`src/hw/rtl/dll_pkg.sv`:
```
// Package: shared types and constants for the linked list engine.
`timescale 1ns / 1ps
package dll_pkg;
  localparam int CAPACITY = 32;
  localparam int DUMP_LIMIT = 32;
  localparam int AW = $clog2(CAPACITY + 1);
  localparam int IW = $clog2(CAPACITY);
  localparam logic [AW-1:0] NIL = AW'(CAPACITY);

  typedef enum logic [3:0] {
    ACT_INS_HEAD = 4'd0, ACT_INS_TAIL = 4'd1, ACT_INS_POS = 4'd2,
    ACT_DEL_HEAD = 4'd3, ACT_DEL_TAIL = 4'd4, ACT_DEL_POS = 4'd5,
    ACT_SEARCH = 4'd6, ACT_DUMP_FWD = 4'd7, ACT_DUMP_BACK = 4'd8
  } action_t;

  typedef enum logic [2:0] {
    ST_OK = 3'd0, ST_EMPTY = 3'd1, ST_BAD_POS = 3'd2,
    ST_RANGE = 3'd3, ST_NOT_FOUND = 3'd4, ST_FULL = 3'd5
  } status_t;

  typedef enum logic [3:0] {
    S_IDLE, S_WALK, S_INS_A, S_INS_B, S_INS_C, S_DEL_A, S_DEL_B,
    S_SRCH, S_DUMP, S_OUT
  } state_t;
endpackage

```
`src/hw/rtl/dll_ram.sv`:
```
// Generic single-port-write RAM with one registered read port.
`timescale 1ns / 1ps
module dll_ram #(
  parameter int DEPTH = 32,
  parameter int WIDTH = 8
) (
  input  logic                     clk,
  input  logic                     we,
  input  logic [$clog2(DEPTH)-1:0] waddr,
  input  logic [WIDTH-1:0]         wdata,
  input  logic [$clog2(DEPTH)-1:0] raddr,
  output logic [WIDTH-1:0]         rdata
);
  logic [WIDTH-1:0] mem [DEPTH];
  always_ff @(posedge clk) begin
    if (we) mem[waddr] <= wdata;
    rdata <= mem[raddr];
  end
endmodule

```
`src/hw/rtl/doubly_linked_list_engine_core.sv`:
```
// Top level: bounded doubly linked list engine over node memories.
//
//  channel | dir | tdata fields (low bit up)           | tuser/tlast
//  in_     | in  | action[3:0] value[35:4] pos[43:36]   | -
//  out_    | out | status[2:0] element[34:3] index[42:35] | tlast = last
//
// Head/tail ops need no walk; positional ops, search and dumps walk one node a
// cycle through the link memories (a dump waits while the output register is held).
// After reset the forward-link memory is swept to build the free chain, and
// in_tready stays low during the sweep. A stalled result holds in the output
// register; the engine waits there before the next word.
`timescale 1ns / 1ps
module doubly_linked_list_engine_core (
  input  logic        clk,
  input  logic        rst_n,
  input  logic        in_tvalid,
  output logic        in_tready,
  input  logic [47:0] in_tdata,   // action[3:0], value[35:4], position[43:36]
  output logic        out_tvalid,
  input  logic        out_tready,
  output logic [47:0] out_tdata,  // status[2:0], element[34:3], index[42:35]
  output logic        out_tlast
);
  import dll_pkg::*;

  // memories: values, forward links, backward links
  logic          vwe, fwe, bwe;
  logic [IW-1:0] vwa, fwa, bwa, ra;
  logic [31:0]   vwd, vrd;
  logic [AW-1:0] fwd, bwdd, frd, brd;

  dll_ram #(.DEPTH(CAPACITY), .WIDTH(32)) u_val (
    .clk, .we(vwe), .waddr(vwa), .wdata(vwd), .raddr(ra), .rdata(vrd));
  dll_ram #(.DEPTH(CAPACITY), .WIDTH(AW)) u_fwd (
    .clk, .we(fwe), .waddr(fwa), .wdata(fwd), .raddr(ra), .rdata(frd));
  dll_ram #(.DEPTH(CAPACITY), .WIDTH(AW)) u_bwd (
    .clk, .we(bwe), .waddr(bwa), .wdata(bwdd), .raddr(ra), .rdata(brd));

  state_t state_r, state_nxt;
  logic          init_r, init_nxt;
  logic [AW-1:0] head_r, head_nxt, tail_r, tail_nxt, free_r, free_nxt;
  logic [AW-1:0] cnt_r, cnt_nxt;
  logic [3:0]    act_r, act_nxt;
  logic [31:0]   val_r, val_nxt;
  logic [7:0]    pos_r, pos_nxt;
  logic [AW-1:0] cur_r, cur_nxt;     // node being walked / cut
  logic [AW-1:0] nn_r, nn_nxt;       // newly taken node
  logic [AW-1:0] pred_r, pred_nxt;   // node after which to insert
  logic [8:0]    k_r, k_nxt;         // walk step counter
  logic [2:0]    ost_r, ost_nxt;
  logic [31:0]   oel_r, oel_nxt;
  logic [7:0]    oix_r, oix_nxt;
  logic          olast_r, olast_nxt, ov_r, ov_nxt;
  logic          done_r, done_nxt;   // result in flight ends the request

  logic [3:0]  in_act;
  logic [31:0] in_val;
  logic [7:0]  in_pos;
  assign in_act = in_tdata[3:0];
  assign in_val = in_tdata[35:4];
  assign in_pos = in_tdata[43:36];

  // take a new word only once the previous result leaves the output register
  assign in_tready  = (state_r == S_IDLE) && !init_r && (!ov_r || out_tready);
  assign out_tvalid = ov_r;
  assign out_tlast  = olast_r;
  assign out_tdata  = {5'd0, oix_r, oel_r, ost_r};

  always_ff @(posedge clk) begin
    if (!rst_n) begin
      state_r <= S_IDLE; init_r <= 1'b1; head_r <= NIL; tail_r <= NIL;
      free_r <= '0; cnt_r <= '0; ov_r <= 1'b0; cur_r <= '0;
    end else begin
      state_r <= state_nxt; init_r <= init_nxt; head_r <= head_nxt;
      tail_r <= tail_nxt; free_r <= free_nxt; cnt_r <= cnt_nxt; ov_r <= ov_nxt;
      cur_r <= cur_nxt;
    end
    act_r <= act_nxt; val_r <= val_nxt; pos_r <= pos_nxt; nn_r <= nn_nxt;
    pred_r <= pred_nxt; k_r <= k_nxt; ost_r <= ost_nxt; oel_r <= oel_nxt;
    oix_r <= oix_nxt; olast_r <= olast_nxt; done_r <= done_nxt;
  end

  always_comb begin
    state_nxt = state_r; init_nxt = init_r; head_nxt = head_r; tail_nxt = tail_r;
    free_nxt = free_r; cnt_nxt = cnt_r; act_nxt = act_r; val_nxt = val_r;
    pos_nxt = pos_r; cur_nxt = cur_r; nn_nxt = nn_r; pred_nxt = pred_r;
    k_nxt = k_r; ost_nxt = ost_r; oel_nxt = oel_r; oix_nxt = oix_r;
    olast_nxt = olast_r; ov_nxt = ov_r; done_nxt = done_r;
    vwe = 1'b0; fwe = 1'b0; bwe = 1'b0;
    vwa = '0; fwa = '0; bwa = '0; vwd = val_r; fwd = '0; bwdd = '0;
    ra = cur_r[IW-1:0];

    if (ov_r && out_tready) ov_nxt = 1'b0;

    unique case (state_r)
      S_IDLE: begin
        if (init_r) begin
          // sweep the free chain: entry i links to i+1
          fwe = 1'b1; fwa = cur_r[IW-1:0]; fwd = cur_r + AW'(1);
          cur_nxt = cur_r + AW'(1);
          if (cur_r == AW'(CAPACITY - 1)) init_nxt = 1'b0;
        end else if (in_tvalid && in_tready) begin
          act_nxt = in_act; val_nxt = in_val; pos_nxt = in_pos;
          ost_nxt = ST_OK; oel_nxt = '0; oix_nxt = '0; olast_nxt = 1'b1;
          k_nxt = '0; done_nxt = 1'b1; state_nxt = S_OUT;
          ra = free_r[IW-1:0];
          priority case (in_act)
            ACT_INS_HEAD, ACT_INS_TAIL: begin
              if (cnt_r == AW'(CAPACITY)) ost_nxt = ST_FULL;
              else begin pred_nxt = NIL; cur_nxt = free_r; state_nxt = S_INS_A; end
            end
            ACT_INS_POS: begin
              if (in_pos == 8'd0) ost_nxt = ST_BAD_POS;
              else if (head_r != NIL && 9'(in_pos) > 9'(cnt_r) + 9'd1)
                ost_nxt = ST_RANGE;
              else if (cnt_r == AW'(CAPACITY)) ost_nxt = ST_FULL;
              else if (in_pos == 8'd1 || head_r == NIL) begin
                act_nxt = ACT_INS_HEAD; cur_nxt = free_r; state_nxt = S_INS_A;
              end else begin
                // walk pos-2 steps from head
                cur_nxt = head_r; k_nxt = 9'(in_pos) - 9'd2;
                ra = head_r[IW-1:0]; state_nxt = S_WALK;
              end
            end
            ACT_DEL_HEAD, ACT_DEL_TAIL: begin
              if (head_r == NIL) ost_nxt = ST_EMPTY;
              else begin
                cur_nxt = (in_act == ACT_DEL_HEAD) ? head_r : tail_r;
                ra = cur_nxt[IW-1:0]; state_nxt = S_DEL_A;
              end
            end
            ACT_DEL_POS: begin
              if (head_r == NIL || in_pos == 8'd0) ost_nxt = ST_BAD_POS;
              else if (9'(in_pos) > 9'(cnt_r)) ost_nxt = ST_RANGE;
              else begin
                cur_nxt = head_r; k_nxt = 9'(in_pos) - 9'd1;
                ra = head_r[IW-1:0]; state_nxt = S_WALK;
              end
            end
            ACT_SEARCH: begin
              ost_nxt = ST_NOT_FOUND;
              if (head_r != NIL) begin
                cur_nxt = head_r; k_nxt = 9'd1; ra = head_r[IW-1:0];
                state_nxt = S_SRCH;
              end
            end
            ACT_DUMP_FWD, ACT_DUMP_BACK: begin
              if (head_r == NIL) ost_nxt = ST_EMPTY;
              else begin
                cur_nxt = (in_act == ACT_DUMP_FWD) ? head_r : tail_r;
                ra = cur_nxt[IW-1:0]; state_nxt = S_DUMP;
              end
            end
            default: state_nxt = S_IDLE;
          endcase
        end
      end
      S_WALK: begin
        // frd holds forward link of cur_r
        if (k_r == 9'd0) begin
          if (act_r == ACT_DEL_POS) begin
            ra = cur_r[IW-1:0]; state_nxt = S_DEL_A;
          end else begin
            pred_nxt = cur_r; cur_nxt = free_r; ra = free_r[IW-1:0];
            state_nxt = S_INS_A;
          end
        end else begin
          cur_nxt = frd; ra = frd[IW-1:0]; k_nxt = k_r - 9'd1;
        end
      end
      S_INS_A: begin
        // frd = next free; nn = cur_r (taken node); also read pred's link
        nn_nxt = cur_r; free_nxt = frd; cnt_nxt = cnt_r + AW'(1);
        vwe = 1'b1; vwa = cur_r[IW-1:0];
        ra = pred_r[IW-1:0];
        state_nxt = S_INS_B;
      end
      S_INS_B: begin
        // frd = forward link of pred (valid when inserting after pred)
        fwe = 1'b1; fwa = nn_r[IW-1:0]; bwe = 1'b1; bwa = nn_r[IW-1:0];
        state_nxt = S_OUT;
        unique case (act_r)
          ACT_INS_HEAD: begin
            fwd = head_r; bwdd = NIL; head_nxt = nn_r;
            if (head_r == NIL) tail_nxt = nn_r;
            else begin cur_nxt = head_r; pred_nxt = nn_r; state_nxt = S_INS_C; end
          end
          ACT_INS_TAIL: begin
            fwd = NIL; bwdd = tail_r; tail_nxt = nn_r;
            if (tail_r == NIL) head_nxt = nn_r;
            else begin cur_nxt = tail_r; pred_nxt = nn_r; state_nxt = S_INS_C; end
          end
          default: begin
            fwd = frd; bwdd = pred_r; cur_nxt = frd;
            state_nxt = S_INS_C;
          end
        endcase
      end
      S_INS_C: begin
        state_nxt = S_OUT;
        unique case (act_r)
          ACT_INS_HEAD: begin bwe = 1'b1; bwa = cur_r[IW-1:0]; bwdd = nn_r; end
          ACT_INS_TAIL: begin fwe = 1'b1; fwa = cur_r[IW-1:0]; fwd = nn_r; end
          default: begin
            // q = cur_r; link q back to new node, pred forward to it
            fwe = 1'b1; fwa = pred_r[IW-1:0]; fwd = nn_r;
            if (cur_r != NIL) begin bwe = 1'b1; bwa = cur_r[IW-1:0]; bwdd = nn_r; end
            else tail_nxt = nn_r;
          end
        endcase
      end
      S_DEL_A: begin
        // frd/brd = links of cur_r: fix p.fwd or head, n.bwd or tail
        pred_nxt = brd; nn_nxt = frd;
        if (brd != NIL) begin fwe = 1'b1; fwa = brd[IW-1:0]; fwd = frd; end
        else head_nxt = frd;
        if (frd != NIL) begin bwe = 1'b1; bwa = frd[IW-1:0]; bwdd = brd; end
        else tail_nxt = brd;
        state_nxt = S_DEL_B;
      end
      S_DEL_B: begin
        // return node to free chain
        fwe = 1'b1; fwa = cur_r[IW-1:0]; fwd = free_r; free_nxt = cur_r;
        if (cnt_r != '0) cnt_nxt = cnt_r - AW'(1);
        state_nxt = S_OUT;
      end
      S_SRCH: begin
        if (vrd == val_r) begin
          ost_nxt = ST_OK; oix_nxt = k_r[7:0]; state_nxt = S_OUT;
        end else if (frd == NIL || k_r == 9'(CAPACITY)) state_nxt = S_OUT;
        else begin
          cur_nxt = frd; ra = frd[IW-1:0]; k_nxt = k_r + 9'd1;
        end
      end
      S_DUMP: begin
        // hold until the output register is free, then emit one element
        if (!ov_r || out_tready) begin
          ov_nxt = 1'b1; ost_nxt = ST_OK; oel_nxt = vrd; oix_nxt = '0;
          cur_nxt = (act_r == ACT_DUMP_FWD) ? frd : brd;
          olast_nxt = (cur_nxt == NIL) || (k_r == 9'(DUMP_LIMIT - 1));
          k_nxt = k_r + 9'd1;
          ra = cur_nxt[IW-1:0];
          if (olast_nxt) state_nxt = S_IDLE;
        end
      end
      S_OUT: begin
        if (!ov_r || out_tready) begin
          ov_nxt = done_r; state_nxt = S_IDLE;
        end
      end
      default: state_nxt = S_IDLE;
    endcase
  end
endmodule

```
`config.mk`:
```
export PLATFORM = sky130hd
export DESIGN_NAME = doubly_linked_list_engine_core
export DESIGN_NICKNAME = d
export VERILOG_FILES = /design/src/hw/rtl/dll_pkg.sv /design/src/hw/rtl/dll_ram.sv /design/src/hw/rtl/doubly_linked_list_engine_core.sv
export SDC_FILE = /design/constraint.sdc
export NUM_CORES = 2
export LEC_CHECK = 0
export BUFFER_PORTS_ARGS = -buffer_cell sky130_fd_sc_hd__buf_2
export CAP_MARGIN = 30
export CORE_MARGIN = 1
export CORE_UTILIZATION = 41
export CTS_CLUSTER_SIZE = 30
export DETAILED_ROUTE_END_ITERATION = 8
export SLEW_MARGIN = 0
export SYNTH_ARGS = -nofsm -noshare
export SYNTH_HDL_FRONTEND = slang
export SYNTH_SLANG_ARGS = --single-unit
```
`constraint.sdc`:
```
create_clock -name clk -period 4.3 [get_ports clk]
set_input_delay 0.215 -clock clk [delete_from_list [all_inputs] [get_ports clk]]
set_output_delay 0.215 -clock clk [all_outputs]
set_load 0.03 [all_outputs]
```
Word-level counts from Yosys, hierarchy flattened --
Memory sizes are Yosys's and may differ from the RTL's. A register that Yosys moved wholly into a read port is not among the register bits. Index checks and enable logic that the tools add are counted.
Operators by class: reduce and logical (&&, ||, !) cells 45, equal/unequal tests 70, add/sub/neg operators 8, order comparisons 2, multiplexer cells 175, bitwise logic cells 1
Operators with widths (count):
- $mux 6 | 42
- $pmux 6 s2 | 11
- $mux 9 | 12
- $mux 5 | 21
- $mux 32 | 3
- $mux 4 | 23
- $pmux 5 s5 | 3
- $pmux 32 s2 | 1
- $pmux 6 s5 | 2
- $eq 4x3->1 const B | 10
- $ne 4x4->1 const B | 9
- $pmux 4 s9 | 1
- $pmux 6 s3 | 2
- $pmux 6 s6 | 1
- $pmux 9 s4 | 1
- $eq 32x32->1 | 1
- $mux 8 | 4
- $ne 2x2->1 const B | 16
- $eq 6x6->1 const B | 5
- $pmux 9 s3 | 1
- $mux 3 | 8
- $ne 6x6->1 const B | 4
- $pmux 4 s6 | 1
- $pmux 6 s4 | 1
- 53 further kinds | 118
Word-level totals: input port bits 52, register bits 137, word-level logic and storage cells 321, RAM bits 1408, memories 3
Memory list:
- u_val.mem | words 32, bits a word 32, rd ports 1, clocked after memory_dff 1, write ports 1, RTL line dll_ram.sv:14 | logic [WIDTH-1:0] mem [DEPTH];
- u_bwd.mem | words 32, bits a word 6, rd ports 1, clocked after memory_dff 1, write ports 1, RTL line dll_ram.sv:14
- u_fwd.mem | words 32, bits a word 6, rd ports 1, clocked after memory_dff 1, write ports 1, RTL line dll_ram.sv:14

Longest topological paths before layout --
word-level depth 10, gate-level depth with buffers 20, depth with buffers taken out 16

By module --
From an unflattened synthesis, not the netlist that was laid out.
Second synthesis, totals: cell total of the unflattened synthesis 3981, area total of the unflattened synthesis 65246.3 um2
Modules (own cells, without submodules):
- dll_ram at u_val | area each 40492.6 um2, times used 1, seq. area each 31390.1 um2, cells an instance 2260
- dll_ram at u_bwd ... | area each 7589.8 um2, times used 2, seq. area each 5885.6 um2, cells an instance 323
- doubly_linked_list_engine_core | area each 9574.2 um2, times used 1, seq. area each 3753.6 um2, cells an instance 1075

Worst setup path before layout --
OpenSTA, ideal clock, no wires.
path kind register to register, from reg cnt_r[2], to reg u_val.rdata[25], read port of u_val.mem, required time 4164 ps, stages on the path, launching flop included 18, path slack 353 ps, period minus slack after synthesis 3947 ps, path buffers 2, arrival 3811 ps, path through dfxtp_1 -> inv_1 -> nor3_1 -> nand3_1 -> xnor2_1 -> ha_1 -> a21o_1 -> a221oi_1 -> o21ai_2 -> o21a_1 -> a221o_1 -> or2_2 -> clkbuf_1 -> nand2_1 -> buf_2 -> nor2_1 -> a2111oi_0 -> nor3_2
On the way: longest elaborated chain between the ends 9, elaborated cells between the ends (all ways) 14
RTL lines:
- start: declaration | RTL line doubly_linked_list_engine_core.sv:42 | logic [AW-1:0] cnt_r, cnt_nxt;
- start signal: assignment | RTL line doubly_linked_list_engine_core.sv:75 | tail_r <= tail_nxt; free_r <= free_nxt; cnt_r <= cnt_nxt; ov_r <= ov_nxt;
- $add 6x1->7 | RTL line doubly_linked_list_engine_core.sv:114 | else if (head_r != NIL && 9'(in_pos) > 9'(cnt_r) + 9'd1)
- $gt 8x7->1 | RTL line doubly_linked_list_engine_core.sv:114
- $logic_and 1x1->1 | RTL line doubly_linked_list_engine_core.sv:114
- $mux 5 | RTL line doubly_linked_list_engine_core.sv:114
- $mux 5 | RTL line doubly_linked_list_engine_core.sv:113 | if (in_pos == 8'd0) ost_nxt = ST_BAD_POS;
- $pmux 5 s5 (*) | RTL line doubly_linked_list_engine_core.sv:107 | priority case (in_act)
- $mux 5 (*) | RTL line doubly_linked_list_engine_core.sv:102 | end else if (in_tvalid && in_tready) begin
- $mux 5 (*) | RTL line doubly_linked_list_engine_core.sv:97 | if (init_r) begin
- $pmux 5 s5 (*) | RTL line doubly_linked_list_engine_core.sv:95 | unique case (state_r)
- end: declaration | RTL line dll_ram.sv:12 | output logic [WIDTH-1:0] rdata
Every way passes the cells marked *; elsewhere a longest branch is shown, timed or not. A chain may end at the register's enable or synchronous reset.

Worst setup path after layout --
from reg val_r[24], to reg u_val.rdata[19], read port of u_val.mem
On the way: longest elaborated chain between the ends 3
RTL lines:
- start: declaration | RTL line doubly_linked_list_engine_core.sv:44 | logic [31:0] val_r, val_nxt;
- start signal: assignment | RTL line doubly_linked_list_engine_core.sv:78 | act_r <= act_nxt; val_r <= val_nxt; pos_r <= pos_nxt; nn_r <= nn_nxt;
- $eq 32x32->1 | RTL line doubly_linked_list_engine_core.sv:228 | if (vrd == val_r) begin
- $mux 5 | RTL line doubly_linked_list_engine_core.sv:228
- $pmux 5 s5 | RTL line doubly_linked_list_engine_core.sv:95
No other way between the ends.

==> qor.csv <==
stage,metric,value,unit
run_status,status,finished clean,
placement,pre_cts_ws,-0.397,ns
power,power-per-cell-area,424,mW/mm2
global_route,antenna_found_initial,2,
clocking,root_buffer,clkbuf_16,
final_layout,fillCellCount,13100,
logic_synthesis,synth_top_area_frac,0.695,
sta,rsz0062_at_grt,true,
drt,drt_pass1_iterations,8,
logic_synthesis,ys_top_cells_by_area,"edfxtp_1, mux2i_1, nand2_1, dfxtp_1, mux2_2",
drt,initialDrtViolationCount,4389,
floorplanning,die_x,401,um
logic_synthesis,async_flop_share,0,
floorplanning,die_h,401,um
sta,setup_tns,0,ns
global_route,grt_pass1_vias,40200,
floorplanning,die_area,0.161,mm2
drt,drc,0,
global_route,grt_use_total,0.233,
global_route,grt_first_pass_wirelength,275,mm
setup_path,critPathKind,flip-flop to flip-flop,
logic_synthesis,synth_edf_count,1509,
clocking,clk_pin_slew,0.06,ns
setup_path,cp-end-kind,flip-flop,
setup_path,required,4.98,ns
sta,maxSlewHeadroom,0.277,
floorplanning,start_util,0.415,
floorplanning,io_pins,103,
sta,fin_crit,4.24,ns
drt,routed_wl,192,mm
drt,via_count,41500,
placement,dp_hpwl,115,mm
drt,wl_per_cell,26.6,um
sta,hold_viol,0,
logic_synthesis,ys.flop_type,edfxtp_1,
placement,gp_congestion,0.902,
logic_synthesis,yosysWarnings,0,
final_layout,num-nets-final,5098,
clocking,clk_latency,0.81,ns
logic_synthesis,synthesis.area,0.0652,mm2
placement,placed_cells,6833,
logic_synthesis,ys_types,95,
logic_synthesis,ys_ff_latch,1589,
final_layout,syn_to_final_growth,20.6,%
hold_path,min_path_type,primary input to flip-flop,
sta,setup_viol,0,
setup_path,critPathLaunch,val_r[24]$_DFFE_PP_,
global_route,overflow,0,
sta,maxSlewViolCount,0,
clocking,cts_max_path_buffers,3,
floorplanning,core.rowCount,145,
floorplanning,core-area,0.157,mm2
job,cap_violations,0,
sta,clock_skew,0.0458,ns
drt,postRouteAntennaNets,0,
logic_synthesis,synth_largest_area_cell,edfxtp_1,
logic_synthesis,postSynthAreaPerCell,14.5,um2
placement,io_buffers,93,
power,ir_drop,0.397,mV
clocking,cts_buffers,164,
drt,via_per_inst,5.75,
logic_synthesis,postSynthCellCount,4501,
clocking,clock_sinks,1589,
setup_path,start_kind,flip-flop,
sta,setup_ws,0.0629,ns
logic_synthesis,yosysMostFrequentCell,edfxtp_1,
clocking,htreeDepth,4,
final_layout,fin_cells,7209,
power,p_leak,26.8,nW
global_route,grt_max_degree,50,
setup_path,cp.arrival,4.91,ns
setup_path,path_max_fanout,10,
sta,fmax,236,MHz
setup_path,r2r_start,val_r[24]$_DFFE_PP_,
clocking,cts_tree,done,
logic_synthesis,yosys-top-cells-count,"edfxtp_1, nand2_1, mux2i_1, nand3_1, nor2_1",
logic_synthesis,seq_area_frac_synth,0.720,
hold_path,hp-start,in_tdata[39],
final_layout,drive_above_1_share,0.207,
sta,post-route-period-util,0.985,
sta,tightest_slew,1.09,ns
-- flip-flops by register name (all words and copies together) (netlist names), 8 cells and up --
name,count
k_r,9
oel_r,32
oix_r,8
u_bwd.mem,192
u_fwd.mem,192
u_val.mem,1024
u_val.rdata,32
val_r,32
-- cells by family (layout without fill, tap and decap cells) --
group / after synthesis / count (layout) / share of synthesized area
AOI/OAI and AO/OA: 572 / 572 / 0.0675
xor gates and xnor gates: 55 / 55 / 0.00739
adders and majority gates: 35 / 35 / 0.00691
buffers and inverters: 296 / 941 / 0.0227
DFF: 1589 / 1589 / 0.720
muxes: 420 / 420 / 0.0672
other: 1 / 6 / 0.0000576
and+or+nand+nor: 1533 / 1533 / 0.108
-- timing repair --
item | 4_1_cts | 5_1_grt
setup endpoints to repair | 44 | 44
endpoints found under the hold margin | 51 | 0
hold buffers | 46 | 0
setup buffers | 5 | 10
gates cloned | 3 | 8
pin swaps | 6 | 24
resized for setup | 37 | 69
-- per-layer routing --
metal  vias to the layer above  GRT usage  wire [um]
li1                      18300          -          -
met1                     21100      0.329      81800
met2                      1783      0.373      89900
met3                       304     0.0325      14400
met4                         0     0.0728       5790
met5                         -          0          0
-- where the power goes --
part / switching [mW] / internal [mW]
sequential: 0.132 / 16.8
clock: 6.09 / 8.08
combinational: 1.26 / 0.922
-- path summary, 6_finish.rpt --
kind	end	slack, ns	depth (start not counted)
max reg2reg	u_val.rdata[19]$_DFF_P_	0.06	20
max	u_val.rdata[19]$_DFF_P_	0.06	20
min	k_r[3]$_DFFE_PP_	0.06	3
min reg2reg	oel_r[11]$_SDFFCE_PN0P_	0.54	1
-- metrics by stage --
stage                util  cell area (um2)  power, mW  hold WS (ns)
floorplan               -            65200       18.4         0.314
global placement    0.457            71800       19.3         0.392
detailed placement  0.458            71800       19.3         0.393
CTS                 0.497            77900       33.4       0.00907
global route        0.501            78600       34.2        0.0432
finish              0.501            78600       33.3        0.0650
-- area by class of cell --
class	count	area (um2)	share of cell area
inverter	33	124	0.00158
tap	2058	2570	0.0328
sequential	1589	46900	0.597
timing repair buffer	604	6070	0.0773
clock buffer	223	4510	0.0574
antenna	1	2.50	0.0000319
multi-input combinational	2620	17500	0.223
clock inverter	81	875	0.0111
-- critical path, cell delays in order, from the launching register on --
cell and delay (ns):
edfxtp_1 0.52, xnor2_1 0.20, buf_4 0.17, nand4_1 0.10, buf_4 0.19, nor4_2 0.27, buf_4 0.25, a21oi_1 0.11
nor4_1 0.32, buf_4 0.18, a41oi_4 0.12, buf_12 0.17, buf_12 0.15, a21oi_1 0.19, buf_4 0.16, nand3_4 0.16
buf_4 0.21, buf_6 0.15, o22a_1 0.22, nand4_1 0.16, nor3_1 0.06
-- cell usage in the layout, fill, tap and decap left out, types with 52 or more instances in the layout --
cell,synthesis,routed
buf_2,92,93
nor2_1,208,174
o21ai_0,58,52
nand4_1,100,100
dfxtp_1,80,77
o22ai_1,55,53
a32oi_1,134,126
buf_12,0,100
a21oi_1,63,63
mux2_2,130,130
buf_4,27,330
edfxtp_1,1509,1509
clkbuf_16,0,175
and2_1,54,54
mux2i_1,287,287
nand3_1,229,226
nand2_1,758,757
Power figures use the tool's default switching activity.
